File: src/rtl/lcs_pkg.sv
// ----------------------------------------------------------------------------
// lcs_pkg
// Shared types for the LRU cache set: the decision that the way selector
// hands to the storage and response logic of the top level.
// ----------------------------------------------------------------------------
`default_nettype none

package lcs_pkg;

   // Way numbers are carried at the width of the largest supported set.
   localparam int unsigned WAY_IDX_MAX_W = 5;

   typedef struct packed {
      logic                     hit;           // Block address matched a valid way.
      logic                     victim_valid;  // A miss displaces a valid line.
      logic [WAY_IDX_MAX_W-1:0] way;           // Way that is hit or filled.
   } way_decision_type;

endpackage

`default_nettype wire

File: src/rtl/lcs_select.sv
// ----------------------------------------------------------------------------
// lcs_select
// Tag match across all ways, choice of the way to hit or fill (lowest empty
// way first, least recent way when the set is full) and the recency update.
// ----------------------------------------------------------------------------
`default_nettype none

module lcs_select #(
   parameter int unsigned WAYS   = 8,
   parameter int unsigned BLK_W  = 42,
   parameter int unsigned RANK_W = 3
) (
   input  logic [BLK_W-1:0]              blk,
   input  logic [WAYS-1:0]               valid,
   input  logic [BLK_W-1:0]              tags  [WAYS],
   input  logic [RANK_W-1:0]             ranks [WAYS],
   output lcs_pkg::way_decision_type     decision,
   output logic [RANK_W-1:0]             ranks_in [WAYS]
);
   import lcs_pkg::*;

   logic [RANK_W-1:0] hit_way;
   logic [RANK_W-1:0] empty_way;
   logic [RANK_W-1:0] lru_way;
   logic [RANK_W-1:0] sel_way;
   logic [RANK_W-1:0] sel_rank;
   logic              any_hit;
   logic              full;

   // Priority encoders: scanning from the top leaves the lowest match.
   always_comb begin
      hit_way   = '0;
      empty_way = '0;
      lru_way   = '0;
      any_hit   = 1'b0;
      for (int i = WAYS - 1; i >= 0; i--) begin
         if (valid[i] && (tags[i] == blk)) begin
            hit_way = RANK_W'(i);
            any_hit = 1'b1;
         end
         if (!valid[i]) begin
            empty_way = RANK_W'(i);
         end
         // In a full set the ranks are a permutation, so the oldest way
         // holds the largest rank.
         if (ranks[i] == RANK_W'(WAYS - 1)) begin
            lru_way = RANK_W'(i);
         end
      end
   end

   assign full     = &valid;
   assign sel_way  = any_hit ? hit_way : (full ? lru_way : empty_way);
   assign sel_rank = ranks[sel_way];

   always_comb begin
      decision.hit          = any_hit;
      decision.victim_valid = !any_hit && full;
      decision.way          = WAY_IDX_MAX_W'(sel_way);
   end

   // On a hit only the ways more recent than the hit way age; on a fill every
   // other valid way ages by one.
   always_comb begin
      for (int i = 0; i < WAYS; i++) begin
         if (RANK_W'(i) == sel_way) begin
            ranks_in[i] = '0;
         end else if (valid[i] && (!any_hit || (ranks[i] < sel_rank))) begin
            ranks_in[i] = ranks[i] + RANK_W'(1);
         end else begin
            ranks_in[i] = ranks[i];
         end
      end
   end

endmodule

`default_nettype wire

File: src/rtl/lru_cache_set_unit.sv
// ----------------------------------------------------------------------------
// lru_cache_set_unit
// One set of a set-associative write-back cache with true LRU replacement.
// ----------------------------------------------------------------------------
// Usage:
//   An access item is taken at a rising edge where start is high and busy is
//   low. It carries a byte address, a write flag and a data word.
//   After the lookup stage, rsp_strobe is high for one cycle with the
//   result: hit, and on a miss into a full set the displaced line's block
//   address, dirty mark and data word (all zero when nothing is displaced).
//   A new item may be started every cycle while busy is low: tags, valid
//   and dirty marks and ranks sit in flip-flops and are updated in the lookup
//   cycle, and the data word memory is read and written in that same cycle,
//   so the next item's lookup already sees the result of the previous one.
//   busy is set while reset is high and clears at the first clock edge without reset.
//   Reset empties every way; tags, ranks and data are written before use.
//   The receiver cannot stall: each result is shown for exactly one cycle.
// ----------------------------------------------------------------------------
`default_nettype none

module lru_cache_set_unit #(
   parameter int unsigned WAYS        = 8,
   parameter int unsigned OFFSET_BITS = 6,
   parameter int unsigned ADDR_BITS   = 48,
   parameter int unsigned DATA_BITS   = 64
) (
   input  logic                             clock,
   input  logic                             reset,
   input  logic                             start,
   output logic                             busy,
   input  logic [ADDR_BITS-1:0]             req_byte_address,
   input  logic                             req_is_write,
   input  logic [DATA_BITS-1:0]             req_data_word,
   output logic                             rsp_strobe,
   output logic                             rsp_hit,
   output logic                             rsp_victim_valid,
   output logic [ADDR_BITS-OFFSET_BITS-1:0] rsp_victim_block_address,
   output logic                             rsp_victim_dirty,
   output logic [DATA_BITS-1:0]             rsp_victim_data
);
   import lcs_pkg::*;

   localparam int unsigned BLK_W  = ADDR_BITS - OFFSET_BITS;
   localparam int unsigned RANK_W = (WAYS > 1) ? $clog2(WAYS) : 1;

   // Lookup stage inputs.
   logic                 s1_valid_ff;
   logic [BLK_W-1:0]     s1_blk_ff;
   logic                 s1_wr_ff;
   logic [DATA_BITS-1:0] s1_data_ff;
   logic                 busy_ff;

   // Per-way state.
   logic [WAYS-1:0]      valid_ff;
   logic [WAYS-1:0]      dirty_ff;
   logic [BLK_W-1:0]     tag_ff  [WAYS];
   logic [RANK_W-1:0]    rank_ff [WAYS];
   logic [RANK_W-1:0]    rank_in [WAYS];
   logic [DATA_BITS-1:0] data_mem [WAYS];
   logic [DATA_BITS-1:0] rd_data_ff;

   // Response registers.
   logic                 rsp_strobe_ff;
   logic                 rsp_hit_ff;
   logic                 rsp_victim_valid_ff;
   logic [BLK_W-1:0]     rsp_victim_blk_ff;
   logic                 rsp_victim_dirty_ff;

   way_decision_type     decision;
   logic [RANK_W-1:0]    way;
   logic                 accept;

   assign accept = start && !busy_ff;
   assign way    = decision.way[RANK_W-1:0];

   lcs_select #(
      .WAYS   (WAYS),
      .BLK_W  (BLK_W),
      .RANK_W (RANK_W)
   ) u_select (
      .blk      (s1_blk_ff),
      .valid    (valid_ff),
      .tags     (tag_ff),
      .ranks    (rank_ff),
      .decision (decision),
      .ranks_in (rank_in)
   );

   always_ff @(posedge clock) begin
      if (reset) begin
         busy_ff       <= 1'b1;
         s1_valid_ff   <= 1'b0;
         rsp_strobe_ff <= 1'b0;
         valid_ff      <= '0;
         dirty_ff      <= '0;
      end else begin
         busy_ff       <= 1'b0;
         s1_valid_ff   <= accept;
         rsp_strobe_ff <= s1_valid_ff;
         if (s1_valid_ff) begin
            valid_ff[way] <= 1'b1;
            if (decision.hit) begin
               dirty_ff[way] <= dirty_ff[way] | s1_wr_ff;
            end else begin
               dirty_ff[way] <= s1_wr_ff;
            end
         end
      end
   end

   always_ff @(posedge clock) begin
      if (accept) begin
         s1_blk_ff  <= req_byte_address[ADDR_BITS-1:OFFSET_BITS];
         s1_wr_ff   <= req_is_write;
         s1_data_ff <= req_data_word;
      end
      if (s1_valid_ff) begin
         tag_ff[way] <= s1_blk_ff;
         rank_ff     <= rank_in;
         rsp_hit_ff          <= decision.hit;
         rsp_victim_valid_ff <= decision.victim_valid;
         rsp_victim_blk_ff   <= decision.victim_valid ? tag_ff[way] : '0;
         rsp_victim_dirty_ff <= decision.victim_valid & dirty_ff[way];
      end
   end

   // Read-before-write: a displaced line's word is read in the same cycle
   // that the new word lands at that way.
   always_ff @(posedge clock) begin
      if (s1_valid_ff) begin
         data_mem[way] <= s1_data_ff;
         rd_data_ff    <= data_mem[way];
      end
   end

   assign busy                     = busy_ff;
   assign rsp_strobe               = rsp_strobe_ff;
   assign rsp_hit                  = rsp_hit_ff;
   assign rsp_victim_valid         = rsp_victim_valid_ff;
   assign rsp_victim_block_address = rsp_victim_blk_ff;
   assign rsp_victim_dirty         = rsp_victim_dirty_ff;
   assign rsp_victim_data          = rsp_victim_valid_ff ? rd_data_ff : '0;

endmodule

`default_nettype wire

File: config.mk
export PLATFORM = sky130hd
export DESIGN_NAME = lru_cache_set_unit
export DESIGN_NICKNAME = d
export VERILOG_FILES = /design/src/rtl/lcs_pkg.sv /design/src/rtl/lcs_select.sv /design/src/rtl/lru_cache_set_unit.sv
export SDC_FILE = /design/constraint.sdc
export NUM_CORES = 2
export LEC_CHECK = 0
export ABC_AREA = 1
export BUFFER_PORTS_ARGS = -buffer_cell sky130_fd_sc_hd__buf_2
export CAP_MARGIN = 20
export CORE_UTILIZATION = 43
export CTS_BUF_LIST = sky130_fd_sc_hd__clkbuf_8
export DETAILED_ROUTE_END_ITERATION = 8
export GPL_ROUTABILITY_DRIVEN = 0
export GPL_TIMING_DRIVEN = 1
export SLEW_MARGIN = 20
export SYNTH_ARGS = -nofsm -noshare
export SYNTH_HDL_FRONTEND = slang
export SYNTH_SLANG_ARGS = --single-unit
File: constraint.sdc
create_clock -name clock -period 9.74 [get_ports clock]
set_input_delay 2.435 -clock clock [delete_from_list [all_inputs] [get_ports clock]]
set_output_delay 2.435 -clock clock [all_outputs]
set_load 0.01 [all_outputs]
# ---- After elaboration in Yosys (flattened, before gate mapping)
# Memories as Yosys holds them, arrays and structs flattened. A register that Yosys moved wholly into a read port is not among the register bits.
# Index checks and enable logic that the tools add are counted.
dict set report totals {
  output_inout_bits 111
  wordCells 186
  mem_count 1
  input_bits 116
  regBits 531
  mem_bits_rw 512
  romBits 0
  latchBits 0
}
# name words word_bits read_ports rd_ports_with_merged_regs wr line_no
set memory_table {}
lappend memory_table {data_mem 8 64 1 1 1 lru_cache_set_unit.sv:59} ;# logic [DATA_BITS-1:0] data_mem [WAYS];
dict set report classes {
  shift 0
  n_mux 62
  n_mul 0
  div_mod_pow 0
  n_bitwise 4
  n_reduce_logical 48
  n_eq_ne 23
  addsub 8
  order_cmp 12
}
# cell n
set ops {}
lappend ops {{$bwmux 336} 1}
lappend ops {{$eq 42x42->1} 8}
lappend ops {{$bmux 42 s3} 1}
lappend ops {{$demux 42 s3} 1}
lappend ops {{$mux 42} 3}
lappend ops {{$mux 3} 36}
lappend ops {{$mux 64} 1}
lappend ops {{$add 3x1->3 const B} 8}
lappend ops {{$eq 3x3->1 const B} 8}
lappend ops {{$lt 3x3->1} 8}
lappend ops {{$logic_and 1x1->1} 20}
lappend ops {{$bwmux 8} 2}
lappend ops {{$reduce_and 2->1} 8}
lappend ops {{$reduce_bool 2->1} 8}
lappend ops {{$mux 1} 13}
lappend ops {{$eq 3x3->1 const A} 4}
lappend ops {{$bmux 3 s3} 1}
lappend ops {{$logic_or 1x1->1} 8}
lappend ops {{$mux 8} 1}
lappend ops {{$or 8x8->8} 1}
lappend ops {{$reduce_and 8->1} 1}
lappend ops {{$eq 2x3->1 const A} 2}
lappend ops {{$ge 4x4->1 const B} 1}
lappend ops {{$lt 3x4->1 const B} 1}
lappend ops {{other kinds (10)} 11}

# ---- Logic depth before layout (Yosys ltp)
dict set report logic_depth {
  depth_word 20
  mapped_depth 31
  mapped_depth_nobuf 28
}

# ---- Modules after synthesis
# Synthesis repeated with hierarchy kept, for this count alone.
dict set report unflattened {
  hier_cells 4160
  hier_area_um2 47838.4
}
# mod area_per_inst_um2 cells_per_inst instances seq_area_each_um2
set modules_own_cells {}
lappend modules_own_cells {lru_cache_set_unit 40905.5 2743 1 33051.7}
lappend modules_own_cells {lcs_select 6932.9 1417 1 0.0}

# ---- Least setup slack after synthesis
# OpenSTA, ideal clock, no wires.
dict set report synth_path {
  path_type {reg-to-reg}
  from {register s1_valid_ff}
  to {register rank_ff[18] in the netlist's numbering (enable)}
  setup_time_ps 324
  synth_period_minus_slack_ps 8956
  stages_incl_launch_ff 6
  t_arrival_ps 8632
  path_slack_ps 784
  required_time_ps 9416
  path_cell_list {dfxtp_1 > clkbuf_1 > clkinv_1 > nor2_1 > inv_1 > nand2_1}
}
dict set report synth_between {
  elab_chain_len 1
}
# item line_no
set synth_rtl {}
lappend synth_rtl {{start, declared} lru_cache_set_unit.sv:47} ;# logic s1_valid_ff;
lappend synth_rtl {{start signal, assigned} lru_cache_set_unit.sv:98} ;# s1_valid_ff <= accept;
lappend synth_rtl {{$reduce_and 2->1 (no line)} n/a}
lappend synth_rtl {{end signal, assigned} lru_cache_set_unit.sv:119} ;# rank_ff <= rank_in;
lappend synth_rtl {{end, declared} lru_cache_set_unit.sv:57} ;# logic [RANK_W-1:0] rank_ff [WAYS];
# Every way passes these cells.
# A chain may end at the register's enable or synchronous reset.

# ---- Worst setup path in the final report
dict set report layout_path {
  from {register s1_blk_ff[0]}
  to {register rd_data_ff[50] (read register of data_mem) (data pin)}
}
dict set report layout_between {
  elab_chain_len 11
  elab_cells_between_ends 33
  cone_classes {eq/ne: 8; mux: 17; reduce/logical: 8}
}
# item line_no
set layout_rtl {}
lappend layout_rtl {{start, declared} lru_cache_set_unit.sv:48} ;# logic [BLK_W-1:0] s1_blk_ff;
lappend layout_rtl {{start signal, assigned} lru_cache_set_unit.sv:113} ;# s1_blk_ff <= req_byte_address[ADDR_BITS-1:OFFSET_BITS];
lappend layout_rtl {{$eq 42x42->1} lcs_select.sv:37} ;# if (valid[i] && (tags[i] == blk)) begin
lappend layout_rtl {{$logic_and 1x1->1} lcs_select.sv:37}
lappend layout_rtl {{$mux 3 / $mux 1 (equally long branches) (8 in a row)} lcs_select.sv:37}
lappend layout_rtl {{$mux 3 *} lcs_select.sv:53} ;# assign sel_way = any_hit ? hit_way : (full ? lru_way : empty_way);
lappend layout_rtl {{end, declared} lru_cache_set_unit.sv:60} ;# logic [DATA_BITS-1:0] rd_data_ff;
# Mark *: on every way between the ends. The rest lies on a longest branch, timed or not.

==> flow_metrics.py <==
metrics = {
    "pwr": {
        "p_int_uw": 7282,
        "ir_worst_vdd_mv": 0.1006,
        "leakagePower_uw": 0.01957,
        "power_density_nw_per_um2": 181.5,
        "p_sw_uw": 2225,
        "combPwrFrac_pct": 3.6,
        "share_seq_of_total_power_pct": 56.2,
        "clock_power_share_pct": 40.2,
        "p_sw_share_pct": 23.41,
    },
    "global_routing": {
        "overflow": 0,
        "antenna_found_initial": 7,
        "first_global_vias": 29671,
        "grtUsageTotal_pct": 25.44,
        "grt_pass1_wl_mm": 204.3,
        "grt_start_max_net_pins": 124,
    },
    "clock_network": {
        "clock_latency_ps": 900,
        "cts_resized": 0,
        "htree_num_levels": 4,
        "tritoncts": "yes",
        "postCtsHoldBufs": 0,
        "post-cts-setup-buffers": 0,
        "cts_buffers": 185,
        "cts_root_buffer": "clkbuf_8",
        "cts.clk_slew.worst_paths_ps": 60,
        "clockBufferDepth": 3,
        "cts_sinks": 1107,
    },
    "drt": {
        "wl_per_cell_um": 24.77,
        "drt_pass1_iterations": 7,
        "drt_iter0_drc": 4219,
        "routed_wl_mm": 141.6,
        "ant_nets": 0,
        "via_per_inst": 5.572,
        "dr_total_vias": 31838,
        "drc": 0,
    },
    "timing": {
        "fin_worst_skew_ps": 54.84,
        "rsz0062_at_grt": "false",
        "whs_ps": 503.2,
        "timing.slew.headroom_pct": 23.31,
        "fin_crit_ps": 6145,
        "max_clock_freq_ghz": 0.1627,
        "maxSlewViolCount": 0,
        "final_hold_viol_count": 0,
        "setup_viol": 0,
        "tns_ps": 0,
        "worst_slew_pin_slew_ps": 1150,
        "period_share_pct": 63.09,
    },
    "finish": {
        "layout_commonest_cell": "edfxtp_1",
        "drive_above_1_share_pct": 12.91,
        "nets": 4308,
        "fin_cells": 5714,
        "final_cell_mix": "1088 x edfxtp_1, 1041 x nand2_1, 459 x inv_1, 220 x buf_2, 186 x clkbuf_8",
        "area_growth_pct": 12.16,
    },
    "die": {
        "dieArea_um2": 109900,
        "die_w_um": 331.5,
        "ios": 227,
        "fp.coreArea_um2": 107400,
        "die_y_um": 331.5,
        "initial_core_util_pct": 43.50,
        "row_count": 120,
    },
    "yosys": {
        "async_flop_share_pct": 0,
        "ys_seq_area_share_pct": 70.78,
        "synthFlopType": "edfxtp_1",
        "synth_edf_count": 1088,
        "ys_seq_elements": 1107,
        "synthesis.area_um2": 46700,
        "syn_avg_cell_area_um2": 11.97,
        "yosys_warnings": 0,
        "syn_inst": 3900,
        "syn_nets": 4040,
        "yosysUniqueCellTypes": 47,
    },
    "placed_design": {
        "dp.final_hpwl_mm": 83.06,
        "placed_cells": 5384,
        "io_buffers": 220,
    },
    "flow_run": {
        "drv_cap": 0,
    },
    "setup_path": {
        "crit_path_max_fanout": 67,
        "required_ps": 10440,
        "cp.arrival_ps": 6840,
        "cp-start-kind": "flip-flop",
        "path_class": "reg2reg",
        "worstSetupEndpointType": "flip-flop",
    },
    "status": {
        "status": "finished, final reports clean",
    },
    "min_path": {
        "min_path_type": "reg2reg",
    },
}
[per-layer routing]
| metal | part of all wire, % | vias to the layer above | GRT usage (%) |
|---|---|---|---|
| met4 | 4.6 | 4 | 11.69 |
| met5 | 0.019 | - | 0 |
| met3 | 10 | 381 | 5.531 |
| met2 | 44 | 1814 | 38.25 |
| met1 | 41 | 15380 | 35.32 |
| li1 | - | 14259 | - |
[sequential cells by signal (all words and copies together) (netlist names)]
register and count:
data_mem 512, tag_ff 336, rd_data_ff 64, s1_data_ff 64
rsp_victim_block_address 42, s1_blk_ff 42, rank_ff 24, dirty_ff 8
valid_ff 8, busy 1, rsp_hit 1, rsp_strobe 1
rsp_victim_dirty 1, rsp_victim_valid 1, s1_valid_ff 1, s1_wr_ff 1
[logic make-up (layout without fill, tap and decap cells)]
family | Yosys count | after routing | synth area share, %
other | 0 | 3 | 0
buffers and inverters | 586 | 994 | 5.455
AOI/OAI and AO/OA | 619 | 619 | 8.475
and+or+nand+nor | 1490 | 1490 | 13.26
DFF | 1107 | 1107 | 70.78
xor gates and xnor gates | 74 | 74 | 1.388
adders and majority gates | 24 | 24 | 0.6431
[per-stage QoR]
| stage | util (%) | cell area [um^2] | setup WS, ps | total power, uW |
|---|---|---|---|---|
| 3_5_place_dp | 45.64 | 49000 | 3861 | 5780 |
| 3_3_place_gp | 45.64 | 49000 | 3839 | 5777 |
| 5_1_grt | 48.78 | 52370 | 3434 | 9800 |
| 6_report | 48.79 | 52370 | 3595 | 9507 |
| 2_1_floorplan | - | 46700 | 784.1 | 5623 |
| 4_1_cts | 48.78 | 52370 | 3820 | 9579 |
[synthesized netlist by cell type, drive strengths merged, types with 14 or more instances]
cell type / count / area, um^2
o221ai: 20 / 175.2
a22o: 63 / 551.8
inv: 413 / 1553
xor2: 16 / 140.1
o22ai: 51 / 319.1
nor3: 19 / 95.09
o21ai: 146 / 730.7
dfxtp: 19 / 380.4
clkbuf: 36 / 135.1
a31oi: 104 / 650.6
nand3: 145 / 773.3
a221oi: 14 / 135.1
a21oi: 124 / 628.1
edfxtp: 1088 / 32670
a211oi: 66 / 495.5
o211ai: 16 / 120.1
nand4: 62 / 387.9
or2: 21 / 131.4
nand2: 1053 / 4023
xnor2: 58 / 508.0
ha: 24 / 300.3
buf: 135 / 850.8
nor2: 190 / 782.0
[worst max-delay path: stages (launching register included)]
cell      delay (ps)
edfxtp_1         880
inv_1            340
nand2_1          120
o21ai_0          290
nor2_1           200
nand2_1          140
nor2_1           130
nand2_1          130
nor2_1           190
nand2_1          120
nand2_2          150
nor2_8            60
a21boi_2         170
nand2_4          140
nand2_4          150
nand2_4          160
inv_6            550
buf_4            740
buf_4            670
nand2_1          110
nand3_1          100
a211oi_1          50
a31oi_1          230
[power groups by stage]
stage | combinational, uW | sequential (uW) | clock, uW
after CTS | 341 | 5340 | 3890
after detailed placement | 340 | 5440 | 0
final | 343 | 5340 | 3820
after global placement | 339 | 5440 | 0
after floorplan | 207 | 5420 | 0
after global routing | 368 | 5350 | 4080
[layout make-up]
class                      count  area [um^2]
antenna                        3        7.507
clock buffer                 186         2560
clock inverter               141        808.3
fill                        9589        54980
inverter                     415         1583
multi-input combinational   2207        11150
sequential                  1107        33060
tap                         1403         1755
timing repair buffer         252         1454
[final timing paths]
| check | startpoint | to | slack, ps | cells after the start |
|---|---|---|---|---|
| worst min-delay path | busy | s1_valid_ff | 500 | 1 |
| worst max register to register | s1_blk_ff[0] | rd_data_ff[50] | 3600 | 22 |
| worst min register to register | busy | s1_valid_ff | 500 | 1 |
| worst max-delay path | s1_blk_ff[0] | rd_data_ff[50] | 3600 | 22 |
Power figures use the tool's default switching activity.
